<file path="src/lfu_pkg.sv">
// Package for the LFU page replacement unit: sizes, register map,
// sequencer state codes. Used by the interfaces and the top level.
// No dependencies.
package lfu_pkg;

  localparam int FRAMES     = 8;
  localparam int PAGE_BITS  = 16;
  localparam int COUNT_BITS = 16;
  localparam int FIDX_W     = $clog2(FRAMES);
  localparam int FCNT_W     = $clog2(FRAMES + 1);

  // APB register map
  localparam int PADDR_W = 2;
  localparam int PDATA_W = 32;
  localparam logic [PADDR_W-1:0] CFG_ADDR_FRAMES = 2'd0;
  localparam int CFG_FRAMES_W = 4;
  localparam logic [CFG_FRAMES_W-1:0] CFG_FRAMES_RST = 4'd8;

  localparam logic [COUNT_BITS-1:0] COUNT_MAX = {COUNT_BITS{1'b1}};

  typedef logic [PAGE_BITS-1:0]  page_t;
  typedef logic [COUNT_BITS-1:0] count_t;
  typedef logic [FIDX_W-1:0]     fidx_t;
  typedef logic [FCNT_W-1:0]     fcnt_t;

  // Sequencer states
  typedef enum logic [2:0] {
    ST_IDLE = 3'b001,
    ST_SCAN = 3'b010,
    ST_DONE = 3'b100
  } state_t;

endpackage

</file>
<file path="src/lfu_in_if.sv">
// Page reference channel: valid/ready handshake with one page number a beat.
// Depends on lfu_pkg.
interface lfu_in_if;
  logic             valid;
  logic             ready;
  lfu_pkg::page_t   page;

  modport source (output valid, output page, input ready);
  modport sink   (input valid, input page, output ready);
endinterface

</file>
<file path="src/lfu_out_if.sv">
// Result channel: hit flag, frame used and evicted page, one result a beat.
// Depends on lfu_pkg.
interface lfu_out_if;
  logic             valid;
  logic             ready;
  logic             hit;
  lfu_pkg::fidx_t   frame_index;
  logic             evicted_valid;
  lfu_pkg::page_t   evicted_page;

  modport source (output valid, output hit, output frame_index,
                  output evicted_valid, output evicted_page, input ready);
  modport sink   (input valid, input hit, input frame_index,
                  input evicted_valid, input evicted_page, output ready);
endinterface

</file>
<file path="src/lfu_page_replacement_unit.sv">
// LFU page replacement unit: frame table, scan sequencer, APB register.
// Depends on lfu_pkg, lfu_in_if and lfu_out_if.
//
// Usage:
//   in_chan carries one page reference a beat; out_chan returns one result
//   a beat: hit, frame_index, evicted_valid and evicted_page.
//   The APB port holds frames_in_use at address 0 (0 acts as 1, values
//   above 8 act as 8). Write it only while the unit is idle.
// Timing:
//   After a reference is taken, one compare unit walks the active frames,
//   one frame a cycle, checking for a match and tracking the lowest count.
//   The DONE state then updates the table and loads the result register,
//   waiting while the result register is still full. The unit takes no
//   new reference until the update is done and it is back in IDLE, so
//   the scan of the N active frames (frames_in_use after clamping) sets
//   the pace.
// Reset:
//   rst_n is synchronous, active low. It clears all valid marks, the fill
//   count and the result valid flag, and sets frames_in_use to 8.
// Stalls:
//   The result register holds while out_chan.ready is low. The next
//   reference may be taken and scanned meanwhile; the table update waits
//   until the result register is free.
module lfu_page_replacement_unit (
  input  logic                          clk,
  input  logic                          rst_n,
  lfu_in_if.sink                        in_chan,
  lfu_out_if.source                     out_chan,
  input  logic                          psel,
  input  logic                          penable,
  input  logic                          pwrite,
  input  logic [lfu_pkg::PADDR_W-1:0]   paddr,
  input  logic [lfu_pkg::PDATA_W-1:0]   pwdata,
  output logic [lfu_pkg::PDATA_W-1:0]   prdata,
  output logic                          pready
);
  import lfu_pkg::*;

  // Configuration register
  logic [CFG_FRAMES_W-1:0] frames_in_use_r;
  logic                    cfg_wr;

  // Frame table
  page_t  frame_page_r  [FRAMES];
  count_t use_count_r   [FRAMES];
  logic   [FRAMES-1:0]  frame_valid_r;
  fcnt_t  filled_r;

  // Sequencer and scan state
  state_t state_r, state_nxt;
  page_t  page_r;
  fidx_t  idx_r;
  logic   found_r;
  fidx_t  hit_idx_r;
  count_t hit_cnt_r;
  fidx_t  min_idx_r;
  count_t min_cnt_r;
  page_t  min_page_r;
  logic   min_vld_r;

  // Result register
  logic   out_valid_r;
  logic   out_hit_r;
  fidx_t  out_idx_r;
  logic   out_ev_valid_r;
  page_t  out_ev_page_r;

  fcnt_t  active_n;
  fidx_t  last_idx;
  logic   in_beat;
  logic   out_free;
  logic   commit;

  page_t  rd_page;
  logic   rd_vld;
  count_t rd_cnt;
  logic   match;
  logic   less;

  // Clamp the frame count to 1..FRAMES
  always_comb begin
    if (frames_in_use_r == '0) begin
      active_n = fcnt_t'(1);
    end else if (frames_in_use_r > CFG_FRAMES_W'(FRAMES)) begin
      active_n = fcnt_t'(FRAMES);
    end else begin
      active_n = fcnt_t'(frames_in_use_r);
    end
  end
  assign last_idx = fidx_t'(active_n - fcnt_t'(1));

  // APB access
  assign pready = 1'b1;
  assign cfg_wr = psel && penable && pwrite && (paddr == CFG_ADDR_FRAMES);
  assign prdata = (paddr == CFG_ADDR_FRAMES) ?
                  PDATA_W'(frames_in_use_r) : '0;

  always_ff @(posedge clk) begin
    if (!rst_n) begin
      frames_in_use_r <= CFG_FRAMES_RST;
    end else if (cfg_wr) begin
      frames_in_use_r <= pwdata[CFG_FRAMES_W-1:0];
    end
  end

  // Handshakes
  assign in_chan.ready = (state_r == ST_IDLE);
  assign in_beat       = in_chan.valid && in_chan.ready;
  assign out_free      = !out_valid_r || out_chan.ready;
  assign commit        = (state_r == ST_DONE) && out_free;

  // Shared compare unit: one frame per cycle
  assign rd_vld  = frame_valid_r[idx_r];
  assign rd_page = rd_vld ? frame_page_r[idx_r] : '0;
  assign rd_cnt  = rd_vld ? use_count_r[idx_r]  : '0;
  assign match   = rd_vld && (rd_page == page_r) && !found_r;
  assign less    = (idx_r == '0) || (rd_cnt < min_cnt_r);

  // Sequencer
  always_comb begin
    state_nxt = state_r;
    unique case (state_r)
      ST_IDLE: begin
        if (in_beat) state_nxt = ST_SCAN;
      end
      ST_SCAN: begin
        if (idx_r == last_idx) state_nxt = ST_DONE;
      end
      ST_DONE: begin
        if (out_free) state_nxt = ST_IDLE;
      end
      default: state_nxt = ST_IDLE;
    endcase
  end

  always_ff @(posedge clk) begin
    if (!rst_n) begin
      state_r <= ST_IDLE;
    end else begin
      state_r <= state_nxt;
    end
  end

  // Scan registers
  always_ff @(posedge clk) begin
    if (in_beat) begin
      page_r  <= in_chan.page;
      idx_r   <= '0;
      found_r <= 1'b0;
    end else if (state_r == ST_SCAN) begin
      if (match) begin
        found_r   <= 1'b1;
        hit_idx_r <= idx_r;
        hit_cnt_r <= rd_cnt;
      end
      if (less) begin
        min_idx_r  <= idx_r;
        min_cnt_r  <= rd_cnt;
        min_page_r <= rd_page;
        min_vld_r  <= rd_vld;
      end
      if (idx_r != last_idx) idx_r <= idx_r + fidx_t'(1);
    end
  end

  // Table update: bump on hit, fill a free frame, or replace the minimum
  always_ff @(posedge clk) begin
    if (!rst_n) begin
      frame_valid_r <= '0;
      filled_r      <= '0;
    end else if (commit) begin
      if (found_r) begin
        if (hit_cnt_r != COUNT_MAX) use_count_r[hit_idx_r] <= hit_cnt_r + count_t'(1);
      end else if (filled_r < active_n) begin
        frame_page_r[filled_r[FIDX_W-1:0]]  <= page_r;
        use_count_r[filled_r[FIDX_W-1:0]]   <= count_t'(1);
        frame_valid_r[filled_r[FIDX_W-1:0]] <= 1'b1;
        filled_r <= filled_r + fcnt_t'(1);
      end else begin
        frame_page_r[min_idx_r]  <= page_r;
        use_count_r[min_idx_r]   <= count_t'(1);
        frame_valid_r[min_idx_r] <= 1'b1;
      end
    end
  end

  // Result register
  always_ff @(posedge clk) begin
    if (!rst_n) begin
      out_valid_r <= 1'b0;
    end else if (commit) begin
      out_valid_r <= 1'b1;
    end else if (out_chan.ready) begin
      out_valid_r <= 1'b0;
    end
  end

  always_ff @(posedge clk) begin
    if (commit) begin
      out_hit_r <= found_r;
      if (found_r) begin
        out_idx_r      <= hit_idx_r;
        out_ev_valid_r <= 1'b0;
        out_ev_page_r  <= '0;
      end else if (filled_r < active_n) begin
        out_idx_r      <= filled_r[FIDX_W-1:0];
        out_ev_valid_r <= 1'b0;
        out_ev_page_r  <= '0;
      end else begin
        out_idx_r      <= min_idx_r;
        out_ev_valid_r <= min_vld_r;
        out_ev_page_r  <= min_vld_r ? min_page_r : '0;
      end
    end
  end

  assign out_chan.valid         = out_valid_r;
  assign out_chan.hit           = out_hit_r;
  assign out_chan.frame_index   = out_idx_r;
  assign out_chan.evicted_valid = out_ev_valid_r;
  assign out_chan.evicted_page  = out_ev_page_r;

  // Checks
  a_filled_bound: assert property (@(posedge clk) disable iff (!rst_n)
    filled_r <= fcnt_t'(FRAMES))
    else $error("fill count beyond frame table");

  a_hit_no_evict: assert property (@(posedge clk) disable iff (!rst_n)
    out_valid_r && out_hit_r |-> !out_ev_valid_r)
    else $error("hit result reports an eviction");

  a_scan_in_range: assert property (@(posedge clk) disable iff (!rst_n)
    state_r == ST_SCAN |-> fcnt_t'(idx_r) < active_n)
    else $error("scan index beyond active frames");

  a_accept_scan: assert property (@(posedge clk) disable iff (!rst_n)
    in_beat |=> state_r == ST_SCAN && idx_r == '0)
    else $error("accepted reference did not start a scan");

  a_commit_loads: assert property (@(posedge clk) disable iff (!rst_n)
    commit |=> out_valid_r && state_r == ST_IDLE)
    else $error("table update did not load the result register");

endmodule
</file>
<file path="src/flat_wrapper.sv">
// flat-port wrapper written by rule: the top's interface ports become plain ports
module lfu_page_replacement_unit_flat import lfu_pkg::*;
  (clk, rst_n, psel, penable, pwrite, paddr, pwdata, prdata, pready, in_chan_valid, in_chan_page, in_chan_ready, out_chan_valid, out_chan_hit, out_chan_frame_index, out_chan_evicted_valid, out_chan_evicted_page, out_chan_ready);
  lfu_in_if in_chan_i ();
  lfu_out_if out_chan_i ();
  input  logic clk;
  input  logic rst_n;
  input  logic psel;
  input  logic penable;
  input  logic pwrite;
  input  logic [lfu_pkg::PADDR_W-1:0] paddr;
  input  logic [lfu_pkg::PDATA_W-1:0] pwdata;
  output logic [lfu_pkg::PDATA_W-1:0] prdata;
  output logic pready;
  input wire logic [$bits(in_chan_i.valid)-1:0] in_chan_valid;
  input wire logic [$bits(in_chan_i.page)-1:0] in_chan_page;
  output wire logic [$bits(in_chan_i.ready)-1:0] in_chan_ready;
  output wire logic [$bits(out_chan_i.valid)-1:0] out_chan_valid;
  output wire logic [$bits(out_chan_i.hit)-1:0] out_chan_hit;
  output wire logic [$bits(out_chan_i.frame_index)-1:0] out_chan_frame_index;
  output wire logic [$bits(out_chan_i.evicted_valid)-1:0] out_chan_evicted_valid;
  output wire logic [$bits(out_chan_i.evicted_page)-1:0] out_chan_evicted_page;
  input wire logic [$bits(out_chan_i.ready)-1:0] out_chan_ready;
  assign in_chan_i.valid = in_chan_valid;
  assign in_chan_i.page = in_chan_page;
  assign in_chan_ready = in_chan_i.ready;
  assign out_chan_valid = out_chan_i.valid;
  assign out_chan_hit = out_chan_i.hit;
  assign out_chan_frame_index = out_chan_i.frame_index;
  assign out_chan_evicted_valid = out_chan_i.evicted_valid;
  assign out_chan_evicted_page = out_chan_i.evicted_page;
  assign out_chan_i.ready = out_chan_ready;
  lfu_page_replacement_unit u_core (.clk(clk), .rst_n(rst_n), .in_chan(in_chan_i), .out_chan(out_chan_i), .psel(psel), .penable(penable), .pwrite(pwrite), .paddr(paddr), .pwdata(pwdata), .prdata(prdata), .pready(pready));
endmodule
</file>
<file path="config.mk">
export PLATFORM = sky130hd
export DESIGN_NAME = lfu_page_replacement_unit_flat
export DESIGN_NICKNAME = d
export VERILOG_FILES = /design/src/lfu_pkg.sv /design/src/lfu_in_if.sv /design/src/lfu_out_if.sv /design/src/lfu_page_replacement_unit.sv /design/src/flat_wrapper.sv
export SDC_FILE = /design/constraint.sdc
export NUM_CORES = 1
export LEC_CHECK = 0
export BUFFER_PORTS_ARGS = -buffer_cell sky130_fd_sc_hd__buf_2
export CORE_AREA = 2 2 232 234
export CTS_CLUSTER_DIAMETER = 200
export DETAILED_ROUTE_END_ITERATION = 12
export DIE_AREA = 0 0 234 236
export PLACE_DENSITY = 0.48
export SETUP_SLACK_MARGIN = 0.15
export SLEW_MARGIN = 20
export SYNTH_ARGS = -nofsm -noshare
export SYNTH_HDL_FRONTEND = slang
export SYNTH_SLANG_ARGS = --single-unit
</file>
<file path="constraint.sdc">
create_clock -name clk -period 5.1 [get_ports clk]
set_input_delay 0.51 -clock clk [delete_from_list [all_inputs] [get_ports clk]]
set_output_delay 0.51 -clock clk [all_outputs]
set_load 0.02 [all_outputs]
</file>
=== Yosys cells after proc, flatten, opt, wreduce, memory -nomap -nowiden ===
Memory sizes are Yosys's and may differ from the RTL's. A register that Yosys moved wholly into a read port is not among the register bits.
Index checks and enable logic that the tools add are counted.

* Memories kept: 2
* Flip-flop bits (word level): 116
* Bits in writable memories: 256
* Word-level logic and storage cells: 124
* Output and inout port bits: 56
* Input bits: 57

{| class="wikitable"
|+ Memories
! name !! depth !! width !! rd ports !! clocked after memory_dff !! write ports !! RTL line !! RTL
|-
| u_core.frame_page_r || 8 || 16 || 1 || 1 || 1 || lfu_page_replacement_unit.sv:44 || <nowiki>page_t frame_page_r [FRAMES];</nowiki>
|-
| u_core.use_count_r || 8 || 16 || 1 || 1 || 1 || lfu_page_replacement_unit.sv:45 || <nowiki>count_t use_count_r [FRAMES];</nowiki>
|}

* Equality and inequality tests: 10
* Muxes and demuxes: 48
* Add/subtract/negate cells: 4
* Order comparisons: 8
* Bitwise gates (word level): 5
* Reductions and logical operators: 29

{| class="wikitable"
|+ Operator list
! kind !! number
|-
| $mux 16 || 5
|-
| $reduce_or 16->1 || 3
|-
| $mux 3 || 12
|-
| $mux 1 || 23
|-
| $add 16x1->16 const B || 1
|-
| $eq 16x16->1 || 1
|-
| $lt 16x16->1 || 1
|-
| $ne 16x16->1 const B || 1
|-
| $or 8x8->8 || 2
|-
| $lt 3x4->1 const B || 3
|-
| $mux 4 || 3
|-
| $reduce_and 3->1 || 4
|-
| $logic_and 1x1->1 || 9
|-
| $pmux 3 s3 || 1
|-
| $mux 8 || 1
|-
| $demux 1 s3 || 2
|-
| $ge 3x1->1 const B || 2
|-
| $reduce_and 2->1 || 3
|-
| $add 4x1->4 const B || 1
|-
| $gt 4x4->1 const B || 1
|-
| $logic_not 4->1 || 1
|-
| $lt 4x4->1 || 1
|-
| $ne 2x1->1 const B || 2
|-
| $add 3x1->3 const B || 1
|-
| other kinds (16) || 20
|}

=== Logic depth before layout (Yosys ltp) ===
* Depth in word-level cells: 12
* Gate-level depth with buffers: 15
* Mapped depth without buffers: 11

=== Least setup slack after synthesis ===
Ideal clock, no wire load.

* Path type: flip-flop to flip-flop
* Start: reg u_core.idx_r[0]
* End: reg u_core.min_cnt_r[0] (enable)
* Required time: 4.614 ns
* Slack: -0.191 ns
* Buffers on the path: 2
* Arrival: 4.805 ns
* Setup time: 0.486 ns
* Stages on the path, launching flop included: 13
* Period minus slack after synthesis: 5.291 ns
* Cells stage by stage: dfxtp_1 -> mux4_2 -> mux2i_1 -> buf_2 -> buf_1 -> nor2_1 -> ha_1 -> a21o_1 -> a21o_1 -> a21oi_1 -> o21ai_1 -> a211o_1 -> o32ai_1

* Cells in the longest elaborated chain, start to end: 6
* Elaborated cells between the ends (all ways): 7
* Classes of those cells: order compare: 1; mux: 3; reduce/logical: 3

{| class="wikitable"
|+ Ends and longest elaborated chain
! what !! RTL line !! RTL
|-
| from (decl) || lfu_page_replacement_unit.sv:52 || <nowiki>fidx_t idx_r;</nowiki>
|-
| from (signal assigned) || lfu_page_replacement_unit.sv:162 || <nowiki>if (idx_r != last_idx) idx_r <= idx_r + fidx_t'(1);</nowiki>
|-
| $bmux 1 s3 || lfu_page_replacement_unit.sv:113 || <nowiki>assign rd_vld = frame_valid_r[idx_r];</nowiki>
|-
| $mux 1 (not written as such) || lfu_page_replacement_unit.sv:113 ||
|-
| $mux 16 || lfu_page_replacement_unit.sv:115 || <nowiki>assign rd_cnt = rd_vld ? use_count_r[idx_r] : '0;</nowiki>
|-
| net u_core.rd_cnt[5] || lfu_page_replacement_unit.sv:76 || <nowiki>count_t rd_cnt;</nowiki>
|-
| $lt 16x16->1 || lfu_page_replacement_unit.sv:117 || <nowiki>assign less = (idx_r == '0) || (rd_cnt < min_cnt_r);</nowiki>
|-
| $logic_or 1x1->1 || lfu_page_replacement_unit.sv:117 ||
|-
| $reduce_and 3->1 (no source line) || - ||
|-
| to (signal assigned) || lfu_page_replacement_unit.sv:158 || <nowiki>min_cnt_r <= rd_cnt;</nowiki>
|-
| to (decl) || lfu_page_replacement_unit.sv:57 || <nowiki>count_t min_cnt_r;</nowiki>
|}

The timed path passes the listed nets, and every way through them passes these cells. The select of a mux whose other input is x is not followed.
A chain may end at the register's enable or synchronous reset.

=== Final worst setup path ===
* Start: reg u_core.idx_r[0]
* End: reg u_core.min_page_r[14] (enable)

* Cells in the longest elaborated chain, start to end: 6
* Elaborated cells between the ends (all ways): 7
* Classes of those cells: order compare: 1; mux: 3; reduce/logical: 3

{| class="wikitable"
|+ Ends and longest elaborated chain
! what !! RTL line !! RTL
|-
| $bmux 1 s3 || lfu_page_replacement_unit.sv:113 ||
|-
| $mux 1 (not written as such) || lfu_page_replacement_unit.sv:113 ||
|-
| $mux 16 || lfu_page_replacement_unit.sv:115 ||
|-
| net u_core.rd_cnt[2] || lfu_page_replacement_unit.sv:76 ||
|-
| $lt 16x16->1 || lfu_page_replacement_unit.sv:117 ||
|-
| $logic_or 1x1->1 || lfu_page_replacement_unit.sv:117 ||
|-
| $reduce_and 3->1 (no source line) || - ||
|-
| to (signal assigned) || lfu_page_replacement_unit.sv:159 || <nowiki>min_page_r <= rd_page;</nowiki>
|-
| to (decl) || lfu_page_replacement_unit.sv:58 || <nowiki>page_t min_page_r;</nowiki>
|}

The timed path passes the listed nets, and every way through them passes these cells. The select of a mux whose other input is x is not followed.

==> metrics <==
Hold Vio Cnt, Final=0; crit-path max cell delay=0.64 ns; vias per inst=4.631; slowest stage cell on the critical path=mux2i_4; Initial Util=29.43%; Worst-Margin Slew=0.7747 ns; CTS sink cnt=375; CTS Buffer Depth=3; Detailed Routing Iterations Pass 1=5; delay-heaviest family, CP=compound AO/OA/AOI/OAI gates; IO buf count=55; largest net degree at the start of global routing=40; Primary FF master, synth=edfxtp_1; GPL Wtd Cong=0.7227; CP max FO=26; CTS Hold Buffers Added=0; CTS buffer count=43; RSZ-0062 raised after global routing=no; grt ovf=0; Post-CTS Setup Inserts=0; initial antenna violation count=0; Pwr Total=0.006923 W; Post-Syn Area=15,620 um2; Slew headroom=47.25%; WP buf/inv=1; Synthesis Warnings=0; total negative slack=0 ns; layout cells sized above 1=21.40%; die area=55,220 um2; CP Cell Sequence=mux4_2 -> mux2i_4 -> nor2_1 -> ha_1 -> a21o_1 -> a221oi_1 -> o21ai_1 -> a211o_1 -> o32ai_4 -> buf_12; post-synthesis cell count=941; Detailed Route Iter0 Violations=511; part of the cycle the worst path needs=83.44%; required time worst endpoint=5.34 ns; Final Slew Violations=0; H-tree Lvls=2; Post-DRT Antenna Nets=0; routed wire length=34,300 um; Post-Layout Inst Area=18,310 um2; nets=1,118; Core Area=53,070 um2; fmax=235.0 MHz; sequential-to-total area share from yosys stat=70.38%; CTS tree=yes; Die H=236 um; most common cell after layout, fill and taps aside=edfxtp_1; crit path kind=reg2reg; Root Driver=clkbuf_16; commonest cells after routing, fill and taps aside=348 x edfxtp_1, 84 x nor2_1, 55 x buf_2, 51 x mux4_2, 45 x clkbuf_16; max-cap violation count=0; crit path launch type=flip-flop; Hold Crit Class=in2reg; I/O pin count=113; Leak=6.034 nW; status=finished clean; residual DRC count=0; first-pass GRT wire length=52,320 um; vias in the first global route=8,534; post-layout minimum cycle time=4.255 ns; Total GRT Usage=12.66%; Post-DP Area=16,830 um2; ANT cells=0; FF-to-FF setup slack=0.84 ns; WP data arrival=4.49 ns; Worst Setup End Kind=flip-flop; fillcell total=5,074; Synth cell types=61; Avg WL per Cell=19.42 um; Row Count=85; clk slew on worst S/H paths=0.06 ns; Setup Skew=0.02494 ns; Worst-Skew Late Latency=0.56 ns; Max IR drop VDD=0.1915 mV; Avg Synthesized Cell Area=16.60 um2; Die Wd=234 um; worst hold margin=0.1180 ns; # resized after CTS=0; power per cell area=378.1 nW/um2; Post-DP HPWL=21,020 um; endpoints failing setup=0; Post-synth EDFFs=348; via count=8,179; ys async rst share=0%; layout overhead on the synthesized area=17.25%; register bit total from synthesis=375
## worst reg2reg max path: stages, from the launching register on
cell	delay, ns
dfxtp_1	0.51
mux4_2	0.58
mux2i_4	0.64
nor2_1	0.19
ha_1	0.35
a21o_1	0.16
a221oi_1	0.37
o21ai_1	0.14
a211o_1	0.31
o32ai_4	0.39
buf_12	0.28
## logic make-up (layout without fill, tap and decap cells)
| kind of cell | Yosys count | count (layout) | synth area share, % |
|---|---|---|---|
| XOR/XNOR | 27 | 27 | 1.514 |
| buffers and inverters | 92 | 194 | 3.221 |
| adder cells (fa/ha/maj) | 23 | 23 | 1.843 |
| AO/OA/AOI/OAI | 82 | 82 | 3.429 |
| other | 2 | 29 | 0.04809 |
| flip-flops | 375 | 375 | 70.38 |
| multiplexers | 109 | 109 | 12.03 |
| AND/OR/NAND/NOR | 231 | 231 | 7.531 |
## layout make-up
cell class                      instances  area (um2)  share of cell area, %
Tap cell                              696       870.8                  4.756
Multi-Input combinational cell        501        4290                  23.43
Clock inverter                         26       325.3                  1.777
Clock buffer                           51        1159                  6.328
Inverter                               30       112.6                 0.6150
Sequential cell                       375       11000                  60.07
Timing Repair Buffer                   87       553.0                  3.020
## state kept, by name, indices dropped and copies added (netlist names), named ones only
| register | count |
|---|---|
| u_core.filled_r | 4 |
| u_core.out_chan.hit | 1 |
| u_core.use_count_r | 128 |
| u_core.frame_page_r | 128 |
| u_core.frame_valid_r | 8 |
| u_core.page_r | 16 |
| u_core.min_cnt_r | 16 |
| u_core.found_r | 1 |
| u_core.min_page_r | 16 |
| u_core.min_idx_r | 3 |
| u_core.out_chan.frame_index | 3 |
| u_core.hit_idx_r | 3 |
| u_core.frames_in_use_r | 4 |
| u_core.idx_r | 3 |
| u_core.min_vld_r | 1 |
| u_core.state_r | 3 |
| u_core.out_chan.evicted_valid | 1 |
| u_core.out_chan.valid | 1 |
| u_core.out_chan.evicted_page | 16 |
| u_core.hit_cnt_r | 16 |
## where the power goes
part	internal [W]	leakage, nW	total (W)	switching, W
Sequential	0.00338	3.33	0.00344	0.0000593
Clock	0.00198	0.718	0.00322	0.00124
Combinational	0.000116	1.98	0.000266	0.000150
Total	0.00547	6.03	0.00692	0.00145
## cell usage after synthesis (all sizes together) (11+ instances only)
cell	instances	area share [%]
o21ai	14	0.45
clkbuf	12	0.29
nor2	86	2.1
edfxtp	348	67
nand2b	12	0.48
and2	28	1.1
mux4	59	8.7
mux2i	47	3.1
buf	50	2.2
ha	23	1.8
nor2b	12	0.48
xor2	11	0.62
nand3	12	0.38
nand2	32	0.77
xnor2	16	0.90
dfxtp	27	3.5
nor3	11	0.35
a21oi	20	0.64
inv	29	0.70
## path summary, 6_finish.rpt
kind              cells past startpoint                 endpoint                     from
setup / recovery                     10    u_core.min_page_r[14]          u_core.idx_r[0]
setup reg to reg                     10    u_core.min_page_r[14]          u_core.idx_r[0]
hold / removal                        1        u_core.page_r[15]         in_chan_page[15]
hold reg to reg                       1  u_core.frame_valid_r[2]  u_core.frame_valid_r[2]
## layer usage
layer / GRT usage, % / up-vias / wire (um)
met5: 0 / - / 0
met4: 3.759 / 0 / 747
met3: 2.490 / 48 / 1745
met2: 19.63 / 199 / 15600
met1: 17.93 / 4160 / 16210
li1: - / 3772 / -
## per-stage QoR
stage	instances	setup slack (ns)	util, %
floorplan	968	0.5595	-
finish	1766	0.8446	34.50
CTS	1766	0.7531	34.50
global route	1766	0.6220	34.50
global placement	1689	0.8094	31.71
detailed placement	1689	0.7888	31.71
No activity file was read; power rests on OpenSTA's default activity.
